<file path="config.mk">
export PLATFORM = sky130hd
export DESIGN_NAME = cmpc_queue
export DESIGN_NICKNAME = d
export VERILOG_FILES = /design/src/hw/rtl/cmpc_pkg.sv /design/src/hw/rtl/cmpc_queue.sv
export SDC_FILE = /design/constraint.sdc
export NUM_CORES = 1
export LEC_CHECK = 0
export ABC_AREA = 1
export BUFFER_PORTS_ARGS = -buffer_cell sky130_fd_sc_hd__clkbuf_2
export CORE_MARGIN = 1
export CORE_UTILIZATION = 50
export CTS_CLUSTER_SIZE = 28
export DETAILED_ROUTE_END_ITERATION = 7
export GPL_TIMING_DRIVEN = 1
export MAX_ROUTING_LAYER = met4
export PLACE_DENSITY = 0.7
export SYNTH_ARGS = -nofsm -noshare
export SYNTH_HDL_FRONTEND = slang
export SYNTH_SLANG_ARGS = --single-unit
export TNS_END_PERCENT = 30
</file>
<file path="constraint.sdc">
create_clock -name clk -period 2.7 [get_ports clk]
set_clock_uncertainty 0.1 [all_clocks]
set_input_delay 0 -clock clk [delete_from_list [all_inputs] [get_ports clk]]
set_output_delay 0 -clock clk [all_outputs]
set_load 0.05 [all_outputs]
</file>
<file path="src/hw/rtl/cmpc_pkg.sv">
// Shared types and constants for the color model pixel classifier with centroid.
// Used by every module of the block; has no dependencies of its own.
`default_nettype none

package cmpc_pkg;

	localparam int CHAN_W      = 8;
	localparam int COORD_W     = 10;
	localparam int MEAN_W      = 24;
	localparam int COV_W       = 54;
	localparam int COEF_W      = 18;
	localparam int THR_W       = 32;
	localparam int CFG_IDX_W   = 2;
	localparam int CFG_DATA_W  = 54;
	localparam int DIFF_W      = 9;
	localparam int SQ_W        = 18;
	localparam int PROD_W      = 36;
	localparam int PSUM_W      = 38;
	localparam int QW          = 40;
	localparam int SUM_W       = 30;
	localparam int HITS_W      = 21;
	localparam int DIV_CNT_W   = $clog2(SUM_W);
	localparam int QUEUE_DEPTH = 4;
	localparam int QPTR_W      = $clog2(QUEUE_DEPTH);
	localparam int QCNT_W      = $clog2(QUEUE_DEPTH + 1);

	localparam int MAX_WIDTH   = 1024;
	localparam int MAX_HEIGHT  = 1024;
	localparam int POS_CMP_W   = 13;

	localparam logic [MEAN_W-1:0]  MEAN_RESET = 24'h808080;
	localparam logic [SUM_W-1:0]   SUM_MAX    = {SUM_W{1'b1}};
	localparam logic [HITS_W-1:0]  HITS_MAX   = {HITS_W{1'b1}};
	localparam logic [COORD_W-1:0] COORD_MAX  = {COORD_W{1'b1}};

	localparam logic [CFG_IDX_W-1:0] REG_MEAN_LAB  = 2'd0;
	localparam logic [CFG_IDX_W-1:0] REG_INV_DIAG  = 2'd1;
	localparam logic [CFG_IDX_W-1:0] REG_INV_CROSS = 2'd2;
	localparam logic [CFG_IDX_W-1:0] REG_THRESHOLD = 2'd3;

	typedef struct packed {
		logic [COORD_W-1:0] x;
		logic [COORD_W-1:0] y;
		logic               fend;
	} pix_meta_t;

	typedef struct packed {
		logic      hit;
		pix_meta_t meta;
	} cls_item_t;

endpackage

`default_nettype wire

</file>
<file path="src/hw/rtl/cmpc_queue.sv">
// Short queue of classified pixels between the front end and the back end.
// Depends on cmpc_pkg for the item type and depth.
`default_nettype none

module cmpc_queue (
	input  wire                  clk,
	input  wire                  arst_n,
	input  wire                  push,
	input  cmpc_pkg::cls_item_t  wr_item,
	output logic                 full,
	input  wire                  pop,
	output cmpc_pkg::cls_item_t  rd_item,
	output logic                 empty
);

	cmpc_pkg::cls_item_t slot_q [cmpc_pkg::QUEUE_DEPTH];
	logic [cmpc_pkg::QPTR_W-1:0] wptr_q, rptr_q;
	logic [cmpc_pkg::QCNT_W-1:0] cnt_q;
	logic do_push, do_pop;

	assign full    = (cnt_q == cmpc_pkg::QCNT_W'(cmpc_pkg::QUEUE_DEPTH));
	assign empty   = (cnt_q == '0);
	assign do_push = push && !full;
	assign do_pop  = pop && !empty;
	assign rd_item = slot_q[rptr_q];

	always_ff @(posedge clk) begin
		if (do_push) begin
			slot_q[wptr_q] <= wr_item;
		end
	end

	always_ff @(posedge clk or negedge arst_n) begin
		if (!arst_n) begin
			wptr_q <= '0;
			rptr_q <= '0;
			cnt_q  <= '0;
		end else begin
			if (do_push) begin
				wptr_q <= wptr_q + 1'b1;
			end
			if (do_pop) begin
				rptr_q <= rptr_q + 1'b1;
			end
			if (do_push && !do_pop) begin
				cnt_q <= cnt_q + 1'b1;
			end else if (do_pop && !do_push) begin
				cnt_q <= cnt_q - 1'b1;
			end
		end
	end

	a_cnt_bound: assert property (@(posedge clk) disable iff (!arst_n)
		cnt_q <= cmpc_pkg::QCNT_W'(cmpc_pkg::QUEUE_DEPTH))
		else $error("queue count beyond depth");

	a_ptr_gap: assert property (@(posedge clk) disable iff (!arst_n)
		(cnt_q == '0 || full) |-> (wptr_q == rptr_q))
		else $error("queue pointers disagree with count");

endmodule

`default_nettype wire

</file>
==> out/qor.yml, run 1 <==
antennaDiodeCount: 0
wl_um: 6790
via_count: 2474
hold_path_depth: 2
hold_path_class: "in2reg"
syn_avg_cell_area_um2: 12.6
worstSkewPairLatency_ns: 0.34
htreeDepth: 3
gp_congestion: 0.757
r2r-start: "cnt_q[1]"
rsz0062_at_grt: "false"
p_leak_nw: 2.01
slew_headroom: 0.453
fin_nets: 429
die_h_um: 91.4
start_util: 0.517
period_needed_ns: 2.09
cp_slowest_stage_delay_ns: 0.59
track_usage: 0.184
r2r_setup_slack_ns: 0.62
dr.pass1.iters: 5
slew_violations: 0
via_per_inst: 4.91
wl_per_cell_um: 13.5
min_from: "wr_item[9]"
worst_slew_pin_slew_ns: 0.820
ir_drop_uv: 849
cts_tree: "done"
drive_above_1_share: 0.197
area_growth_pct: 18.4
die_width_um: 91.4
dp_hpwl_um: 4220
critPathRequiredTime_ns: 2.60
ys_ff_latch: 95
status: "completed"
rows: 32
fin_crit_sh: 0.773
nFillCells: 618
slowest_stage: "inv_4"
drc: 0
r2r_end: "cnt_q[1]"
drtIter0Drc: 108
finalSetupTns_ns: 0
dieArea_mm2: 0.00836
synth_warnings: 0
maxCapViolCount: 0
crit_chain: "inv_4 > nand2_1 > o211ai_1 > nand2_1 > clkbuf_2"
cts_buffer_depth: 2
holdWs_ns: 0.306
num_io_pins: 50
final_area_mm2: 0.00474
ant_nets: 0
path_clk_slew_ns: 0.09
grt_max_degree: 91
cp-end-kind: "primary output"
overflow: 0
min_to: "slot_q[1][9]"
syn-instance-count: 318
critical_path_class: "reg2out"
final_common_cell: "edfxtp_1"
syn_nets: 350
p_per_area_mw_per_mm2: 1130
cts_buffers: 9
setup_violations: 0
dp_slack_ns: 0.603
coreArea_mm2: 0.00773
cp_max_fo: 90
critPathLaunchType: "flop"
cts_resized: 0
grt_pass1_wl_um: 11300
grt_pass1_vias: 2361
synth_cell_types: 18
multi_input_area_um2: 828
layout_setup_ws_ns: 0.613
cts.sinks: 95
worst_path_most_repeated_cell: "nand2_1"
r2r_cells: 9
antenna_found_initial: 0
placed_area_mm2: 0.00432
synth_seq_area_share: 0.705
layout_common_cells: "edfxtp_1 (88), nand2_1 (84), inv_1 (59)"
seq_area_mm2: 0.00282
worstPathArrival_ns: 1.99
finalHoldViolCount: 0
max_freq_mhz: 479
netlist_area_mm2: 0.00400
cts-root-buf: "clkbuf_8"
io_buffers: 49
-- per-stage QoR --
step,instances,power [mW],utilization
3_5_place_dp,462,4.59,0.558
6_report,504,5.34,0.613
3_3_place_gp,462,4.55,0.558
2_1_floorplan,318,4.12,-
5_1_grt,504,5.68,0.613
4_1_cts,504,5.39,0.613
-- cells in the mapped netlist --
| library cell | number | area, um^2 |
|---|---|---|
| nor2_1 | 4 | 15.0 |
| xnor2_1 | 1 | 8.76 |
| nand3_1 | 7 | 35.0 |
| inv_4 | 1 | 6.26 |
| edfxtp_1 | 88 | 2640 |
| o211ai_2 | 4 | 50.1 |
| fa_1 | 1 | 20.0 |
| inv_2 | 1 | 3.75 |
| inv_1 | 59 | 221 |
| nand2_1 | 84 | 315 |
| ha_1 | 5 | 62.6 |
| buf_2 | 3 | 15.0 |
| o211ai_1 | 40 | 300 |
| nand4_1 | 1 | 6.26 |
| buf_4 | 2 | 15.0 |
| buf_6 | 9 | 101 |
| dfrtp_1 | 7 | 175 |
| o21ai_0 | 1 | 5.00 |
-- worst max-delay path, delay by kind of cell (launching register included) --
| family | cells | cell delay, ns |
|---|---|---|
| buffers and inverters | 2 | 0.83 |
| DFF | 1 | 0.42 |
| and+or+nand+nor | 2 | 0.22 |
| AOI/OAI and AO/OA | 1 | 0.13 |
-- logic make-up after synthesis --
family          count (synthesis)  synth area share
simple gates                   96            0.0929
flops                          95             0.705
buf+inv                        75            0.0907
compound gates                 45            0.0889
fa+ha+maj                       6            0.0207
xor+xnor                        1           0.00219
-- worst max-delay path by stage --
stage / start / to / slack, ns / cells past startpoint
after floorplan: cnt_q[0] / slot_q[0][0] / 0.53 / 4
after global placement: cnt_q[0] / cnt_q[1] / 0.72 / 9
after detailed placement: cnt_q[0] / cnt_q[1] / 0.60 / 9
after CTS: rptr_q[0] / rd_item[2] / 0.56 / 5
after global routing: rptr_q[0] / rd_item[19] / 0.41 / 5
final: rptr_q[0] / rd_item[21] / 0.61 / 5
-- flip-flops by register name, summed over array words and instances, names as in the netlist --
signal	cells
rptr_q	2
wptr_q	2
cnt_q	3
slot_q	88
-- routing by layer --
metal	vias to the layer above	global-route usage	routed length, um
met5	-	-	0
li1	1240	-	-
met2	59	0.301	3340
met3	11	0.0276	251
met1	1164	0.231	3080
met4	0	0.0754	119
-- power by group --
part | switching, mW | total [mW] | internal, mW
Sequential | 0.119 | 2.06 | 1.94
Clock | 0.454 | 0.787 | 0.333
Combinational | 1.88 | 2.49 | 0.607
-- what timing repair did --
action                     CTS  global route
setup endpoints to repair    0             0
setup buffers                0             0
hold endpoints to repair    99             0
hold buffers                26             0
-- cell type report --
class,instances,share of cell area
Multi-Input combinational cell,148,0.175
Tap cell,102,0.0269
Timing Repair Buffer,82,0.120
Inverter,61,0.0489
Clock buffer,12,0.0285
Clock inverter,4,0.00528
Sequential cell,95,0.595
Power figures use the tool's default switching activity.
==> run 2: changes to the inputs <==
ABC_AREA = 0   (was 1)
PLACE_DENSITY = 0.71   (was 0.7)
clock period = 2.03 ns   (was 2.7 ns; I/O delays follow)
==> out/qor.yml, run 2 <==
status: "completed"
synthArstFlopShare: 0.0737
final_common_cell: "edfxtp_1"
p_comb_frac: 0.442
pwr-share-clk: 0.173
grt_pass1_wl_um: 9570
setup.worst_path.start: "cnt_q[1]"
synth_top_family_by_area: "multiplexers"
power_frac_seq: 0.385
cts-root-buf: "clkbuf_8"
drc: 0
critical_path_class: "reg2reg"
reg_top3: "slot_q x88, cnt_q x3"
grt_pass1_vias: 1957
cp_top_family: "adder cells"
route.met2.wl_um: 3100
synth_xor_area_frac: 0.0145
start_util: 0.525
max_freq_mhz: 500
min_from: "push"
drive_above_1_share: 0.458
synth_compound_area_frac: 0
worstPathBufferInverterCount: 2
die_width_um: 87.2
dieArea_mm2: 0.00760
wl_met3_um: 206
drtIter0Drc: 73
synth_warnings: 0
ys_ff_latch: 95
synth_cell_types: 21
critPathLaunchType: "flop"
synthDominantCellAreaShare: 0.728
syn_avg_cell_area_um2: 24.0
finalSetupTns_ns: 0
cts_tree: "done"
cts_buffers: 9
worstSkewPairLatency_ns: 0.35
regMostFlops: "slot_q"
ir_drop_uv: 933
dr.pass1.iters: 4
slew_violations: 0
synth_fa_ha_area_frac: 0.0228
nFillCells: 485
wl_um: 6020
ant_nets: 0
htreeDepth: 3
top_layer_used: "met4"
grt_max_degree: 18
slew_headroom: 0.762
synth_seq_area_share: 0.777
syn-instance-count: 151
netlist_area_mm2: 0.00363
period_needed_ns: 2.00
via_count: 1770
final_area_mm2: 0.00458
cp_slowest_stage_delay_ns: 0.42
rsz0062_at_grt: "true"
cp-end-kind: "flop"
maxCapViolCount: 0
overflow: 0
area_growth_pct: 26.3
finalHoldViolCount: 0
multi_input_area_um2: 767
antenna_found_initial: 0
slowest_stage: "fa_2"
m1WireLength_um: 2550
p_per_area_mw_per_mm2: 1550
antennaDiodeCount: 0
die_h_um: 87.2
rows: 30
cp_max_fo: 3
crit_chain: "buf_4 > nor3b_4 > nor2b_4 > ha_4 > inv_2 > fa_2 > mux2_2"
num_io_pins: 50
cts_buffer_depth: 2
gp_congestion: 0.669
io_buffers: 49
path_clk_slew_ns: 0.09
synth_edf_count: 88
critPathRequiredTime_ns: 2.17
p_leak_nw: 1.67
placed_area_mm2: 0.00410
seq_area_mm2: 0.00282
r2r-start: "cnt_q[1]"
fin_crit_sh: 0.985
synth_commonest_cells: "edfxtp_1 (88), mux4_2 (21), dfrtp_1 (7)"
p_sw_mw: 2.79
netSwitchingFraction: 0.393
yosysMostFrequentCell: "edfxtp_1"
cts.sinks: 95
coreArea_mm2: 0.00691
largest_reg_flops: 88
layout_common_cells: "edfxtp_1 (88), clkbuf_2 (49), dlygate4sd3_1 (25)"
worst_slew_pin_slew_ns: 0.356
via_per_inst: 5.07
hold_path_class: "in2reg"
syn_nets: 183
netlist.top_cell.by_area: "edfxtp_1"
worstPathArrival_ns: 2.14
dp_hpwl_um: 4000
track_usage: 0.186
fin_nets: 280
synthMuxAreaShare: 0.145
synthSimpleGateAreaFrac: 0.0172
synth_area_leaders: "edfxtp_1 (73%), mux4_2 (13%), dfrtp_1 (4.8%), ha_1 (1.7%), buf_12 (1.1%)"
wl_per_cell_um: 17.2
setup_violations: 0
synth_ff_type: "edfxtp_1"
intPower_mw: 4.31
-- run 2: changes by cell type after synthesis, sizes merged, moves of 2 or more --
cell and delta:
nand2 -83, inv -57, o211ai -44, mux4 +22
buf -8, nand3 -6, and2 +4, nor2 -3
xnor2 +3, mux2 +2, xor2 +2
-- run 2: logic make-up (layout without fill, tap and decap cells) --
family,after synthesis,in the layout
XOR/XNOR,6,6
adder cells (fa/ha/maj),6,6
buffers and inverters,10,112
flip-flops,95,95
multiplexers,24,24
AND/OR/NAND/NOR,10,10
-- run 2: path summary, 6_finish.rpt --
kind | end | slack, ns | depth (start not counted)
max | cnt_q[1] | 0.03 | 7
min | cnt_q[0] | 0.09 | 4
max reg2reg | cnt_q[1] | 0.03 | 7
min reg2reg | cnt_q[2] | 0.41 | 1
max in group asynchronous | rptr_q[0] | 1.05 | 3
min in group asynchronous | cnt_q[1] | 0.50 | 3
-- run 2: worst min-delay path: stages --
cell and delay, ns:
clkbuf_2 0.08, nor2b_4 0.17, ha_4 0.16, xnor2_1 0.08
-- run 2: final cells by class --
cell class              instances  area share
repair buffers                 92       0.144
clock inverters                 7      0.0172
multi-input cells              46       0.167
flip-flops and latches         95       0.615
well taps                      96      0.0262
clock buffers                   9      0.0270
inverters                       4     0.00328
-- run 2: power by group through the flow --
stage | clock network (mW) | registers [mW] | logic, mW
3_3_place_gp | 0 | 2.74 | 3.02
3_5_place_dp | 0 | 2.78 | 3.10
4_1_cts | 1.26 | 2.74 | 3.15
6_report | 1.23 | 2.74 | 3.14
5_1_grt | 1.34 | 2.77 | 3.32
2_1_floorplan | 0 | 2.76 | 2.38
-- run 2: stage by stage --
step	std cells	setup slack, ns	hold WS (ns)	power, mW	utilization
2_1_floorplan	151	-0.257	-0.396	5.13	-
3_3_place_gp	307	0.0543	-0.251	5.76	0.593
3_5_place_dp	307	-0.0235	-0.248	5.88	0.593
4_1_cts	348	0.00395	0.106	7.15	0.659
5_1_grt	349	-0.0299	0.0939	7.44	0.664
6_report	349	0.0314	0.0899	7.10	0.664
-- run 2: timing repair --
item / 4_1_cts / 5_1_grt
setup buffers: 0 / 1
hold buffers: 25 / 0
endpoints found under the setup margin: 2 / 2
pin swaps: 2 / 3
resized for setup: 2 / 5
cloned: 0 / 0
hold endpoints to repair: 97 / 0
-- run 2: routing by layer --
metal  GRT usage  vias up
li1            -      811
met1       0.219      894
met2       0.304       49
met3      0.0417       16
met4      0.0939        0
met5           -        -
