[src/hw/rtl/cmpc_pkg.sv]
// Shared types and constants for the color model pixel classifier with centroid.
// Used by every module of the block; has no dependencies of its own.
`default_nettype none

package cmpc_pkg;

	localparam int CHAN_W      = 8;
	localparam int COORD_W     = 10;
	localparam int MEAN_W      = 24;
	localparam int COV_W       = 54;
	localparam int COEF_W      = 18;
	localparam int THR_W       = 32;
	localparam int CFG_IDX_W   = 2;
	localparam int CFG_DATA_W  = 54;
	localparam int DIFF_W      = 9;
	localparam int SQ_W        = 18;
	localparam int PROD_W      = 36;
	localparam int PSUM_W      = 38;
	localparam int QW          = 40;
	localparam int SUM_W       = 30;
	localparam int HITS_W      = 21;
	localparam int DIV_CNT_W   = $clog2(SUM_W);
	localparam int QUEUE_DEPTH = 4;
	localparam int QPTR_W      = $clog2(QUEUE_DEPTH);
	localparam int QCNT_W      = $clog2(QUEUE_DEPTH + 1);

	localparam int MAX_WIDTH   = 1024;
	localparam int MAX_HEIGHT  = 1024;
	localparam int POS_CMP_W   = 13;

	localparam logic [MEAN_W-1:0]  MEAN_RESET = 24'h808080;
	localparam logic [SUM_W-1:0]   SUM_MAX    = {SUM_W{1'b1}};
	localparam logic [HITS_W-1:0]  HITS_MAX   = {HITS_W{1'b1}};
	localparam logic [COORD_W-1:0] COORD_MAX  = {COORD_W{1'b1}};

	localparam logic [CFG_IDX_W-1:0] REG_MEAN_LAB  = 2'd0;
	localparam logic [CFG_IDX_W-1:0] REG_INV_DIAG  = 2'd1;
	localparam logic [CFG_IDX_W-1:0] REG_INV_CROSS = 2'd2;
	localparam logic [CFG_IDX_W-1:0] REG_THRESHOLD = 2'd3;

	typedef struct packed {
		logic [COORD_W-1:0] x;
		logic [COORD_W-1:0] y;
		logic               fend;
	} pix_meta_t;

	typedef struct packed {
		logic      hit;
		pix_meta_t meta;
	} cls_item_t;

endpackage

`default_nettype wire

[src/hw/rtl/cmpc_div.sv]
// Restoring divider, one quotient bit per cycle, for the centroid coordinates.
// Depends on cmpc_pkg for operand widths.
`default_nettype none

module cmpc_div (
	input  wire                           clk,
	input  wire                           arst_n,
	input  wire                           start,
	input  wire  [cmpc_pkg::SUM_W-1:0]    num,
	input  wire  [cmpc_pkg::HITS_W-1:0]   den,
	output logic                          busy,
	output logic [cmpc_pkg::SUM_W-1:0]    quo
);

	logic                            busy_q;
	logic [cmpc_pkg::DIV_CNT_W-1:0]  cnt_q;
	logic [cmpc_pkg::HITS_W-1:0]     den_q;
	logic [cmpc_pkg::HITS_W-1:0]     rem_q;
	logic [cmpc_pkg::SUM_W-1:0]      quo_q;
	logic [cmpc_pkg::HITS_W:0]       shifted;
	logic                            ge;

	assign shifted = {rem_q, quo_q[cmpc_pkg::SUM_W-1]};
	assign ge      = (shifted >= {1'b0, den_q});

	always_ff @(posedge clk or negedge arst_n) begin
		if (!arst_n) begin
			busy_q <= 1'b0;
			cnt_q  <= '0;
		end else if (start) begin
			busy_q <= 1'b1;
			cnt_q  <= '0;
		end else if (busy_q) begin
			cnt_q <= cnt_q + 1'b1;
			if (cnt_q == cmpc_pkg::DIV_CNT_W'(cmpc_pkg::SUM_W - 1)) begin
				busy_q <= 1'b0;
			end
		end
	end

	always_ff @(posedge clk) begin
		if (start) begin
			den_q <= den;
			rem_q <= '0;
			quo_q <= num;
		end else if (busy_q) begin
			rem_q <= ge ? cmpc_pkg::HITS_W'(shifted - {1'b0, den_q})
				: shifted[cmpc_pkg::HITS_W-1:0];
			quo_q <= {quo_q[cmpc_pkg::SUM_W-2:0], ge};
		end
	end

	assign busy = busy_q;
	assign quo  = quo_q;

	a_cnt_range: assert property (@(posedge clk) disable iff (!arst_n)
		busy_q |-> (cnt_q < cmpc_pkg::DIV_CNT_W'(cmpc_pkg::SUM_W)))
		else $error("divider step count out of range");

endmodule

`default_nettype wire

[src/hw/rtl/cmpc_back.sv]
// Back end: accumulates hit positions, divides at a frame end with hits, holds the result.
// Depends on cmpc_pkg and two cmpc_div instances.
`default_nettype none

module cmpc_back (
	input  wire                                clk,
	input  wire                                arst_n,
	input  cmpc_pkg::cls_item_t                q_item,
	input  wire                                q_empty,
	output logic                               q_pop,
	output logic                               empty,
	input  wire                                pop,
	output logic                               in_model,
	output logic                               frame_done,
	output logic [cmpc_pkg::COORD_W-1:0]       centroid_x,
	output logic [cmpc_pkg::COORD_W-1:0]       centroid_y,
	output logic                               centroid_updated,
	output logic [cmpc_pkg::HITS_W-1:0]        hit_count
);

	localparam logic ST_RUN = 1'b0;
	localparam logic ST_DIV = 1'b1;

	logic state_q;
	logic [cmpc_pkg::SUM_W-1:0]   sx_q, sy_q;
	logic [cmpc_pkg::HITS_W-1:0]  hits_q;
	logic [cmpc_pkg::COORD_W-1:0] last_cx_q, last_cy_q;
	logic                         pend_hit_q;
	logic [cmpc_pkg::HITS_W-1:0]  pend_hits_q;

	logic out_valid_q;
	logic out_hit_q, out_fend_q, out_upd_q;
	logic [cmpc_pkg::COORD_W-1:0] out_cx_q, out_cy_q;
	logic [cmpc_pkg::HITS_W-1:0]  out_hits_q;

	logic out_free, take, acc, div_start, finish;
	logic [cmpc_pkg::SUM_W:0]     sx_sum, sy_sum;
	logic [cmpc_pkg::HITS_W:0]    h_sum;
	logic [cmpc_pkg::SUM_W-1:0]   new_sx, new_sy;
	logic [cmpc_pkg::HITS_W-1:0]  new_h;
	logic                         busy_x, busy_y;
	logic [cmpc_pkg::SUM_W-1:0]   quo_x, quo_y;
	logic [cmpc_pkg::COORD_W-1:0] cx, cy;

	assign out_free = !out_valid_q || pop;
	assign take     = (state_q == ST_RUN) && !q_empty && out_free;
	assign q_pop    = take;

	assign acc = q_item.hit
		&& (cmpc_pkg::POS_CMP_W'(q_item.meta.x) < cmpc_pkg::POS_CMP_W'(cmpc_pkg::MAX_WIDTH))
		&& (cmpc_pkg::POS_CMP_W'(q_item.meta.y) < cmpc_pkg::POS_CMP_W'(cmpc_pkg::MAX_HEIGHT));

	assign sx_sum = {1'b0, sx_q} + (cmpc_pkg::SUM_W + 1)'(q_item.meta.x);
	assign sy_sum = {1'b0, sy_q} + (cmpc_pkg::SUM_W + 1)'(q_item.meta.y);
	assign h_sum  = {1'b0, hits_q} + 1'b1;

	assign new_sx = !acc ? sx_q : (sx_sum[cmpc_pkg::SUM_W] ? cmpc_pkg::SUM_MAX
		: sx_sum[cmpc_pkg::SUM_W-1:0]);
	assign new_sy = !acc ? sy_q : (sy_sum[cmpc_pkg::SUM_W] ? cmpc_pkg::SUM_MAX
		: sy_sum[cmpc_pkg::SUM_W-1:0]);
	assign new_h  = !acc ? hits_q : (h_sum[cmpc_pkg::HITS_W] ? cmpc_pkg::HITS_MAX
		: h_sum[cmpc_pkg::HITS_W-1:0]);

	assign div_start = take && q_item.meta.fend && (new_h != '0);
	assign finish    = (state_q == ST_DIV) && !busy_x && !busy_y && out_free;

	assign cx = (quo_x[cmpc_pkg::SUM_W-1:cmpc_pkg::COORD_W] != '0) ? cmpc_pkg::COORD_MAX
		: quo_x[cmpc_pkg::COORD_W-1:0];
	assign cy = (quo_y[cmpc_pkg::SUM_W-1:cmpc_pkg::COORD_W] != '0) ? cmpc_pkg::COORD_MAX
		: quo_y[cmpc_pkg::COORD_W-1:0];

	cmpc_div u_div_x (
		.clk    (clk),
		.arst_n (arst_n),
		.start  (div_start),
		.num    (new_sx),
		.den    (new_h),
		.busy   (busy_x),
		.quo    (quo_x)
	);

	cmpc_div u_div_y (
		.clk    (clk),
		.arst_n (arst_n),
		.start  (div_start),
		.num    (new_sy),
		.den    (new_h),
		.busy   (busy_y),
		.quo    (quo_y)
	);

	always_ff @(posedge clk or negedge arst_n) begin
		if (!arst_n) begin
			state_q     <= ST_RUN;
			sx_q        <= '0;
			sy_q        <= '0;
			hits_q      <= '0;
			last_cx_q   <= '0;
			last_cy_q   <= '0;
			out_valid_q <= 1'b0;
		end else begin
			if (pop && out_valid_q) begin
				out_valid_q <= 1'b0;
			end
			if (take) begin
				if (q_item.meta.fend) begin
					sx_q   <= '0;
					sy_q   <= '0;
					hits_q <= '0;
				end else begin
					sx_q   <= new_sx;
					sy_q   <= new_sy;
					hits_q <= new_h;
				end
				if (div_start) begin
					state_q <= ST_DIV;
				end else begin
					out_valid_q <= 1'b1;
				end
			end
			if (finish) begin
				state_q     <= ST_RUN;
				last_cx_q   <= cx;
				last_cy_q   <= cy;
				out_valid_q <= 1'b1;
			end
		end
	end

	always_ff @(posedge clk) begin
		if (take) begin
			pend_hit_q  <= q_item.hit;
			pend_hits_q <= new_h;
			out_hit_q   <= q_item.hit;
			out_fend_q  <= q_item.meta.fend;
			out_upd_q   <= 1'b0;
			out_hits_q  <= '0;
			out_cx_q    <= q_item.meta.fend ? last_cx_q : '0;
			out_cy_q    <= q_item.meta.fend ? last_cy_q : '0;
		end else if (finish) begin
			out_hit_q  <= pend_hit_q;
			out_fend_q <= 1'b1;
			out_upd_q  <= 1'b1;
			out_hits_q <= pend_hits_q;
			out_cx_q   <= cx;
			out_cy_q   <= cy;
		end
	end

	assign empty            = !out_valid_q;
	assign in_model         = out_hit_q;
	assign frame_done       = out_fend_q;
	assign centroid_x       = out_cx_q;
	assign centroid_y       = out_cy_q;
	assign centroid_updated = out_upd_q;
	assign hit_count        = out_hits_q;

	a_fend_clears: assert property (@(posedge clk) disable iff (!arst_n)
		(take && q_item.meta.fend) |=> (hits_q == '0 && sx_q == '0 && sy_q == '0))
		else $error("sums not cleared after frame end");

	a_div_in_state: assert property (@(posedge clk) disable iff (!arst_n)
		(busy_x || busy_y) |-> (state_q == ST_DIV))
		else $error("divider running outside divide state");

	a_done_nonzero: assert property (@(posedge clk) disable iff (!arst_n)
		finish |-> (pend_hits_q != '0))
		else $error("centroid divide with zero count");

endmodule

`default_nettype wire

[config.mk]
export PLATFORM = sky130hd
export DESIGN_NAME = cmpc_back
export DESIGN_NICKNAME = d
export VERILOG_FILES = /design/src/hw/rtl/cmpc_pkg.sv /design/src/hw/rtl/cmpc_div.sv /design/src/hw/rtl/cmpc_back.sv
export SDC_FILE = /design/constraint.sdc
export NUM_CORES = 1
export LEC_CHECK = 0
export BUFFER_PORTS_ARGS = -buffer_cell sky130_fd_sc_hd__buf_2
export CAP_MARGIN = 20
export CORE_MARGIN = 1
export CORE_UTILIZATION = 45
export CTS_CLUSTER_DIAMETER = 100
export DETAILED_ROUTE_END_ITERATION = 6
export GPL_ROUTABILITY_DRIVEN = 0
export HOLD_SLACK_MARGIN = 0.03
export SLEW_MARGIN = 0
export SYNTH_ARGS = -nofsm -noshare
export SYNTH_HDL_FRONTEND = slang
export SYNTH_SLANG_ARGS = --single-unit
export TNS_END_PERCENT = 20
[constraint.sdc]
create_clock -name clk -period 5.1 [get_ports clk]
set_clock_uncertainty 0.2 [all_clocks]
set_input_delay 1.02 -clock clk [delete_from_list [all_inputs] [get_ports clk]]
set_output_delay 1.02 -clock clk [all_outputs]
set_load 0.03 [all_outputs]
==> impl_metrics.csv, run 1 <==
group,metric,value,unit
sta,rsz0062_at_grt,"false",
setup_path,crit_path_end_kind,"flip-flop",
die,die_y,198,µm
logic_synthesis,syn-num-nets,1961,
cts,cts_buffers,36,
setup_path,cp_slowest_cell,"buf_4",
cts,cts_resized,0,
setup_path,cp_num_cells,9,
setup_path,reg2reg_setup_slack,1040,ps
cts,post_cts_buffers,0,
cts,htree_levels,2,
setup_path,crit_type,"input port to flip-flop",
die,die-area,39000,µm²
drt,dr.pass1.iters,5,
global_routing,grt_pass1_vias,13200,
logic_synthesis,synth_most_common_cell,"nand2_1",
cells_and_area,fin_area,19100,µm²
cts,ctsHoldBuffers,0,
logic_synthesis,synthTopCellsByCount,"218 x nand2_1, 178 x a21oi_1, 169 x nor2_1",
logic_synthesis,seq_area_frac_synth,46.0,%
drt,drt-initial-drc-count,854,
setup_path,crit_buf_inv,3,
drt,vias,14000,
sta,final.period_utilization,80.6,%
setup_path,crit_path_max_fanout,50,
drt,routed_via_density,5.76,
cts,clock_latency,520,ps
logic_synthesis,postSynthAreaPerCell,9.24,µm²
pwr,ir_worst_vdd,0.000256,V
cts,cts_tree,"yes",
setup_path,r2r_cells,8,
setup_path,cpPeakStageDelay,620,ps
sta,drv_slew,0,
global_routing,grt_start_max_net_pins,95,
drt,drtAntennaViolNets,0,
setup_path,r2r-start,"hits_q[7]",
setup_path,critPathRequiredTime,5040,ps
sta,clock.fmax,243,MHz
cts,cts_sinks,304,
cells_and_area,drive_above_1_share,9.61,%
setup_path,cp.arrival,4050,ps
global_routing,overflow,0,
die,core_area,37700,µm²
cts,clkSlewWorstSetupHoldPaths,60,ps
pwr,power_density,592,nW/µm²
flow_run,max-cap-violations,0,
logic_synthesis,synthCells,1864,
logic_synthesis,yosys.area.top_type_share,21.8,%
logic_synthesis,synth_edf_count,125,
setup_path,crit_family,"simple AND/OR/NAND/NOR gates",
global_routing,grt_pass1_wl,71.6,mm
run_status,status,"finished clean",
sta,slew_headroom,32.8,%
cells_and_area,syn_to_final_growth,11.1,%
cells_and_area,fin_nets,1997,
logic_synthesis,synth_ff_type,"edfxtp_1",
pwr,power_leakage,7.96,nW
sta,finalHoldViolCount,0,
die,io_pins,72,
sta,tightest_slew,1010,ps
logic_synthesis,netlist_area,17200,µm²
placement,place_area,18000,µm²
drt,wl_per_cell,18.3,µm
logic_synthesis,ys_ff_latch,304,
sta,final.setup.tns,0,ps
placement,dp_hpwl,30.7,mm
sta,finalSetupViolCount,0,
die,die_w,198,µm
logic_synthesis,yosysTopAreaCell,"edfxtp_1",
placement,io_buffer_count,71,
logic_synthesis,ys_types,82,
cts,cts_root_buf,"clkbuf_16",
die,rows,71,
sta,min_period,4110,ps
logic_synthesis,synthTopCellsByArea,"edfxtp_1 22%, dfrtp_1 17%, dfxtp_1 7.4%",
drt,routed_wl,44.6,mm
setup_path,r2r_end,"u_div_x.den_q[9]",
drt,drc,0,
worst_hold_path,hold_class,"input port to async pin",
die,start_util,45.7,%
cts,clockBufferDepth,3,
setup_path,start_kind,"input port",
logic_synthesis,yosys_warnings,0,
cells_and_area,finalCoreUtilization,50.8,%
logic_synthesis,async_reset_ff_share,37.8,%
global_routing,grt_usage,23.0,%
cells_and_area,antennaDiodeCount,0,
global_routing,antenna_found_initial,0,
setup_path,crit_chain,"buf_2 > nand4_1 > or2_2 > or4_4 > nand2_1 > nor4_1 > a41o_4 > inv_4 > buf_4",
## cell usage in the layout (no fill, tap or decap), types with 21 or more instances in the layout
cell type / n
a21oi_1: 178
edfxtp_1: 125
o21ai_0: 133
nand4_1: 32
a22o_1: 21
inv_1: 60
mux2i_1: 25
clkbuf_16: 37
buf_2: 70
nor2_1: 168
a211oi_1: 26
dfrtp_1: 115
nand3_1: 46
ha_1: 67
nand2_1: 217
a31oi_1: 59
xnor2_1: 47
dfxtp_1: 64
and3_1: 31
nor3_1: 26
a21o_1: 28
xor2_1: 37
o21a_1: 24
buf_4: 28
## worst register-to-register path, cell delays in order (launching register included)
cell and delay [ps]:
dfrtp_1 570, nand3_2 230, or2_1 430, or4_4 700, nand2_1 170, nor4_1 90, a41o_4 280, inv_4 340
buf_4 640
## cells by family (layout without fill, tap and decap cells)
group                      Yosys count  count (layout)  share of synthesized area [%]
adders and majority gates           71              71                           5.33
xor gates and xnor gates            84              84                           4.27
muxes                               32              32                           1.93
buffers and inverters              165             226                           4.19
DFF                                304             304                           46.0
and+or+nand+nor                    612             612                           16.5
AOI/OAI and AO/OA                  596             596                           21.8
## registers in the layout, summed over array words and instances (netlist names), 5 cells and up
| name | flops |
|---|---|
| u_div_y.quo | 30 |
| u_div_x.cnt_q | 5 |
| u_div_x.den_q | 21 |
| hit_count | 21 |
| last_cx_q | 10 |
| u_div_x.quo | 30 |
| u_div_x.rem_q | 21 |
| centroid_x | 10 |
| sy_q | 30 |
| u_div_y.rem_q | 21 |
| hits_q | 21 |
| sx_q | 30 |
| u_div_y.cnt_q | 5 |
| centroid_y | 10 |
| last_cy_q | 10 |
| pend_hits_q | 21 |
## routing by layer
metal / global-route usage (%) / wire (µm) / up-vias / part of all wire, %
li1: - / - / 6921 / -
met1: 32.6 / 21500 / 6819 / 48
met2: 37.5 / 20600 / 247 / 46
met3: 2.83 / 1690 / 46 / 3.8
met4: 5.63 / 804 / 0 / 1.8
met5: 0 / 0 / - / 0
## layout make-up
class                           instances  area, µm²
Multi-Input combinational cell       1395       8600
Fill cell                            3567      18500
Clock buffer                           49       1010
Timing Repair Buffer                  100        608
Inverter                               63        240
Sequential cell                       304       7910
Tap cell                              511        639
Clock inverter                         14        124
## stage by stage
step	worst slack [ps]	total power, mW	std cells	hold WS, ps
3_3_place_gp	544	8.71	2372	240
6_report	990	11.3	2436	251
2_1_floorplan	1030	7.65	1864	250
5_1_grt	819	12.2	2436	266
4_1_cts	1040	11.4	2435	253
3_5_place_dp	512	8.82	2372	245
## worst max-delay path by stage
stage	to	slack (ps)	startpoint
5_1_grt	u_div_y.quo[28]	820	hits_q[1]
4_1_cts	u_div_x.den_q[9]	1040	q_item[21]
6_report	u_div_x.den_q[9]	990	q_item[21]
2_1_floorplan	u_div_x.quo[0]	1030	q_item[21]
3_3_place_gp	u_div_x.den_q[13]	540	q_item[21]
3_5_place_dp	u_div_x.den_q[13]	510	q_item[21]
## report_power, final
| group | leakage (nW) | switching, mW | internal (mW) | total (mW) |
|---|---|---|---|---|
| Sequential | 3.26 | 0.571 | 3.54 | 4.11 |
| Combinational | 4.15 | 2.81 | 1.90 | 4.71 |
| Clock | 0.551 | 1.02 | 1.49 | 2.51 |
No activity file was read; power rests on OpenSTA's default activity.
==> run 2, diff against run 1 <==
==> constraint.sdc (replaced) <==
create_clock -name clk -period 3.4 [get_ports clk]
set_clock_uncertainty 0.2 [all_clocks]
set_input_delay 0.68 -clock clk [delete_from_list [all_inputs] [get_ports clk]]
set_output_delay 0.68 -clock clk [all_outputs]
set_load 0.03 [all_outputs]
==> run 2 against run 1 <==
Combinational power increased by 60%. Design area increased by 4.7%. Via count increased by 3.4%. Non-clock buffer count increased by 84. Sequential power increased by 50%. Final cell count increased by 3.7%. Sequential share of layout area decreased by 1.9 points. Critical path depth unchanged. Hold slack got worse by 3.1 ps. Clock power increased by 57%. First-iteration DRC count increased by 1.9%. Sequential cell count unchanged.
==> impl_metrics.csv, run 2 (synthesis results as in run 1) <==
group,metric,value,unit
cts,cts_tree,"yes",
global_routing,grt_use_met2,36.3,%
setup_path,crit_type,"flip-flop to flip-flop",
cts,clockBufferDepth,3,
sta,finalSetupViolCount,0,
drt,drt-initial-drc-count,870,
pwr,clockPowerShare,22.3,%
pwr,power_density,878,nW/µm²
sta,hold_ws,248,ps
sta,slew_headroom,48.2,%
drt,drc,0,
setup_path,critPathRequiredTime,3490,ps
die,core_area,37700,µm²
setup_path,critPathLaunch,"hits_q[11]",
drt,routed_via_density,5.74,
worst_hold_path,hold_class,"flip-flop to flip-flop",
drt,routed_wl,46.2,mm
setup_path,crit_family,"simple AND/OR/NAND/NOR gates",
flow_run,max-cap-violations,0,
cts,clock_latency,540,ps
global_routing,grt_pass1_vias,13400,
setup_path,crit_path_max_fanout,9,
cts,cts_root_buf,"clkbuf_16",
global_routing,gr-max-usage-layer,"met2",
placement,place_area,18700,µm²
setup_path,crit_chain,"nand3_2 > or2_1 > or4_1 > nand3_1 > a2111oi_4 > a41o_4 > inv_4 > buf_4 > mux2_2",
drt,vias,14500,
setup_path,reg2reg_setup_slack,120,ps
cells_and_area,fin_nets,2082,
setup_path,cp_num_cells,9,
setup_path,cpPeakStageDelay,590,ps
drt,dr.pass1.iters,5,
cells_and_area,syn_to_final_growth,16.4,%
global_routing,grt_start_max_net_pins,62,
cts,htree_levels,2,
global_routing,grt_pass1_wl,73.2,mm
pwr,seqPwrFrac,35.0,%
placement,io_buffer_count,71,
sta,min_period,3280,ps
sta,drv_slew,0,
cells_and_area,fin_area,20000,µm²
pwr,power.switching,6.80,mW
placement,dp_hpwl,32.7,mm
cells_and_area,fillers,3532,
setup_path,cp.arrival,3370,ps
sta,finalHoldViolCount,0,
die,start_util,45.7,%
global_routing,met3_usage,2.92,%
setup_path,r2r_cells,9,
setup_path,crit_path_end_kind,"flip-flop",
sta,final.setup.tns,0,ps
global_routing,use_met1,34.7,%
die,die_w,198,µm
global_routing,grt_usage,23.8,%
sta,clock.fmax,305,MHz
die,rows,71,
sta,tightest_slew,778,ps
die,die-area,39000,µm²
pwr,p_int,10.8,mW
setup_path,r2r_end,"u_div_x.quo[6]",
cells_and_area,finalCoreUtilization,53.2,%
cells_and_area,final_cell_mix,"216 x nand2_1, 178 x a21oi_1, 168 x nor2_1",
setup_path,r2r-start,"hits_q[11]",
cts,cts_sinks,304,
drt,wl_per_cell,18.3,µm
cells_and_area,antennaDiodeCount,0,
pwr,p_sw_share,38.7,%
global_routing,antenna_found_initial,0,
setup_path,setup.worst_path.end,"u_div_x.quo[6]",
pwr,p_comb_share,42.7,%
pwr,power_leakage,8.47,nW
run_status,status,"finished clean",
pwr,ir_worst_vdd,0.000330,V
sta,final.period_utilization,96.5,%
cells_and_area,layout_commonest_cell,"nand2_1",
global_routing,overflow,0,
setup_path,crit_buf_inv,2,
setup_path,start_kind,"flip-flop",
setup_path,cp_slowest_cell,"or4_1",
cts,cts_buffers,37,
drt,drtAntennaViolNets,0,
die,die_y,198,µm
cts,clkSlewWorstSetupHoldPaths,60,ps
die,io_pins,72,
cells_and_area,drive_above_1_share,14.1,%
[run 2: worst min-delay path: stages (launching register included)]
cell	delay, ps
dfxtp_1	300
nand2_1	50
a21oi_1	50
[run 2: final cells by class]
class	instances	area, µm²	share of cell area, %
clock buffers	51	1020	5.10
clock inverters	17	173	0.862
inverters	63	239	1.19
multi-input cells	1395	8680	43.3
flip-flops and latches	304	7920	39.5
well taps	511	639	3.19
repair buffers	184	1370	6.84
[run 2: how the worst min path moves through the flow]
| stage | start | to | slack [ps] | depth (start not counted) |
|---|---|---|---|---|
| after global placement | hit_count[0] | hit_count[0] | 240 | 2 |
| after CTS | hit_count[10] | hit_count[10] | 250 | 2 |
| after global routing | hit_count[11] | hit_count[11] | 280 | 2 |
| final | hit_count[10] | hit_count[10] | 250 | 2 |
| after detailed placement | hit_count[10] | hit_count[10] | 250 | 2 |
| after floorplan | arst_n | hits_q[0] | 180 | 0 |
[run 2: stage by stage]
stage	instances	total power [mW]	worst slack [ps]
floorplan	1864	11.5	-121
detailed placement	2452	13.6	-270
CTS	2521	17.6	30.5
global route	2525	18.9	-14.3
global placement	2452	13.4	-168
finish	2525	17.6	120
[run 2: power groups by stage]
stage,Combinational [mW],Sequential [mW],Clock [mW]
2_1_floorplan,5.26,6.22,0
3_3_place_gp,7.26,6.16,0
3_5_place_dp,7.40,6.19,0
4_1_cts,7.44,6.14,4.02
5_1_grt,8.42,6.29,4.16
6_report,7.52,6.15,3.93
[run 2: repair_timing]
| item | 4_1_cts | 5_1_grt |
|---|---|---|
| resized for setup | 0 | 17 |
| buffers inserted | 0 | 3 |
| endpoints found under the hold margin | 9 | 0 |
| hold buffers | 1 | 0 |
| setup endpoints to repair | 0 | 137 |
[run 2: layer usage]
metal,vias up,wire [µm]
met5,-,0
met4,0,1290
met3,75,2040
met2,353,20600
met1,6968,22300
li1,7108,-
==> run 3, diff against run 2 <==
--- a/config.mk
+++ b/config.mk
@@ -5,9 +5,10 @@
 export SDC_FILE = /design/constraint.sdc
 export NUM_CORES = 1
 export LEC_CHECK = 0
+export ABC_AREA = 1
 export BUFFER_PORTS_ARGS = -buffer_cell sky130_fd_sc_hd__buf_2
 export CAP_MARGIN = 20
-export CORE_MARGIN = 1
+export CORE_MARGIN = 2
 export CORE_UTILIZATION = 45
 export CTS_CLUSTER_DIAMETER = 100
 export DETAILED_ROUTE_END_ITERATION = 6
==> run 3 against run 2 <==
Largest power group unchanged. Design area grew 1.7%. Maximum frequency grew 8.2%. Worst setup slack gained 250 ps.
==> impl_metrics.csv, run 3 <==
group,metric,value,unit
setup_path,critPathLaunch,"u_div_x.den_q[0]",
placement,io_buffer_count,71,
setup_path,reg2reg_setup_slack,370,ps
logic_synthesis,yosys_warnings,0,
die,core_area,39600,µm²
global_routing,grt_start_max_net_pins,64,
logic_synthesis,ys_types,44,
logic_synthesis,async_reset_ff_share,37.8,%
die,die_w,204,µm
cts,post_cts_buffers,0,
cts,clkSlewWorstSetupHoldPaths,60,ps
sta,min_period,3030,ps
sta,setup_ws,368,ps
setup_path,r2r_cells,14,
global_routing,grt_pass1_wl,80.7,mm
pwr,power_density,940,nW/µm²
die,die_y,204,µm
setup_path,crit_chain,"ha_1 > fa_1 > o21ai_0 > nand2_1 > nand2_1 > nand2_1 > nand2_1 > nand2_1 > nand2_1 > buf_4 > nand3_1 > nand3b_1 > nand2_1 > and2_1",
cts,clockBufferDepth,3,
global_routing,grt_pass1_vias,15400,
drt,routed_wl,49.4,mm
sta,finalSetupViolCount,0,
logic_synthesis,syn-num-nets,2518,
run_status,status,"finished clean",
setup_path,cpPeakStageDelay,450,ps
logic_synthesis,synthCells,2421,
pwr,p_sw_share,42.9,%
pwr,power_leakage,9.68,nW
cells_and_area,syn_to_final_growth,12.8,%
setup_path,setup.worst_path.end,"u_div_y.rem_q[11]",
cells_and_area,fillers,3891,
drt,drt-initial-drc-count,1214,
cts,cts_tree,"yes",
global_routing,antenna_found_initial,1,
setup_path,crit_type,"flip-flop to flip-flop",
drt,dr.pass1.iters,6,
cells_and_area,instances_no_fill,3052,
logic_synthesis,yosysTopAreaCell,"edfxtp_1",
sta,final.period_utilization,89.2,%
logic_synthesis,netlist_area,18100,µm²
setup_path,critPathRequiredTime,3640,ps
setup_path,crit_path_max_fanout,28,
placement,post-place-ws,67.2,ps
cells_and_area,antennaDiodeCount,0,
sta,slew_headroom,25.5,%
sta,final.setup.tns,0,ps
drt,wl_per_cell,16.2,µm
logic_synthesis,seq_area_frac_synth,43.8,%
logic_synthesis,synthTopCellsByCount,"703 x nand2_1, 257 x inv_1, 245 x nor2_1",
flow_run,max-cap-violations,0,
placement,dp_hpwl,35.5,mm
logic_synthesis,yosys.area.top_type_share,20.8,%
logic_synthesis,synth_ff_type,"edfxtp_1",
setup_path,crit_path_end_kind,"flip-flop",
pwr,clockPowerShare,19.9,%
logic_synthesis,synth_edf_count,125,
pwr,ir_worst_vdd,0.000372,V
setup_path,cp_slowest_cell,"fa_1",
cts,cts_root_buf,"clkbuf_16",
logic_synthesis,synth_most_common_cell,"nand2_1",
cells_and_area,fin_nets,2595,
cts,clock_latency,560,ps
cells_and_area,multi_input_area,8800,µm²
sta,drv_slew,0,
worst_hold_path,hold_class,"flip-flop to flip-flop",
pwr,power.switching,8.22,mW
logic_synthesis,synthTopCellsByArea,"edfxtp_1 21%, dfrtp_1 16%, nand2_1 15%",
cells_and_area,seq_area,7910,µm²
sta,clock.fmax,330,MHz
cells_and_area,final_cell_mix,"703 x nand2_1, 256 x inv_1, 243 x nor2_1",
die,rows,73,
placement,dp_cells,2983,
pwr,p_comb_share,45.8,%
global_routing,grt_usage,24.1,%
cells_and_area,drive_above_1_share,8.98,%
cts,cts_buffers,37,
die,start_util,45.6,%
setup_path,cp.arrival,3280,ps
sta,tightest_slew,1110,ps
drt,drc,0,
pwr,seqPwrFrac,34.3,%
pwr,p_int,10.9,mW
logic_synthesis,ys_ff_latch,304,
die,die-area,41800,µm²
setup_path,r2r-start,"u_div_x.den_q[0]",
drt,routed_via_density,5.29,
drt,drtAntennaViolNets,0,
die,io_pins,72,
cells_and_area,finalCoreUtilization,51.4,%
cts,htree_levels,2,
cells_and_area,layout_commonest_cell,"nand2_1",
setup_path,crit_path_frequent_cell,"nand2_1",
setup_path,r2r_end,"u_div_y.rem_q[11]",
cts,cts_sinks,304,
setup_path,start_kind,"flip-flop",
global_routing,overflow,0,
logic_synthesis,postSynthAreaPerCell,7.46,µm²
sta,finalHoldViolCount,0,
drt,vias,16100,
sta,rsz0062_at_grt,"false",
==> run 3: repair_timing <==
| item | in CTS | in global routing |
|---|---|---|
| hold buffers | 1 | 0 |
| gates resized for setup | 0 | 0 |
| hold endpoints to repair | 41 | 0 |
==> run 3: per-stage QoR <==
stage,total power [mW],hold WS (ps),cell area [µm²]
floorplan,12.9,184,18100
global placement,15.1,250,19200
detailed placement,15.3,252,19200
CTS,19.2,266,20400
global route,20.8,293,20400
finish,19.1,260,20400
==> run 3: kinds of logic after synthesis <==
family | share of synthesized area (%)
buffers and inverters | 7.65
xor gates and xnor gates | 2.38
DFF | 43.8
adders and majority gates | 5.08
AOI/OAI and AO/OA | 9.78
and+or+nand+nor | 31.3
==> run 3: worst min-delay path by stage <==
stage | from | end | depth (start not counted)
2_1_floorplan | arst_n | hits_q[0] | 0
3_3_place_gp | centroid_updated | centroid_updated | 1
3_5_place_dp | centroid_updated | centroid_updated | 1
4_1_cts | centroid_updated | centroid_updated | 1
5_1_grt | pend_hits_q[17] | hit_count[17] | 2
6_report | centroid_updated | centroid_updated | 1
==> run 3: power by group through the flow <==
stage	Combinational (mW)	Clock, mW	Sequential [mW]
after floorplan	6.40	0	6.46
after global placement	8.56	0	6.56
after detailed placement	8.68	0	6.58
after CTS	8.73	3.92	6.54
after global routing	10.1	4.05	6.73
final	8.77	3.81	6.57
==> run 3: final cells by class <==
| type | count | share of cell area, % |
|---|---|---|
| Tap cell | 525 | 3.22 |
| Sequential cell | 304 | 38.8 |
| Inverter | 268 | 4.94 |
| Clock buffer | 43 | 4.70 |
| Timing Repair Buffer | 121 | 4.10 |
| Clock inverter | 25 | 1.00 |
| Multi-Input combinational cell | 1766 | 43.2 |
==> run 3: layer usage <==
metal | part of all wire [%] | vias to the layer above | GRT usage, % | wire [µm]
met5 | 0 | - | 0 | 0
met4 | 2.3 | 0 | 7.01 | 1120
met3 | 5.1 | 70 | 3.03 | 2530
met2 | 44 | 431 | 38.1 | 22000
met1 | 48 | 7538 | 34.7 | 23800
li1 | - | 8096 | - | -
==> run 3: critical path: cells and delay by family (launching register included) <==
kind	cells	cell delay [ps]
compound gates	1	270
buf+inv	1	290
fa+ha+maj	2	690
simple gates	10	1050
flops	1	420
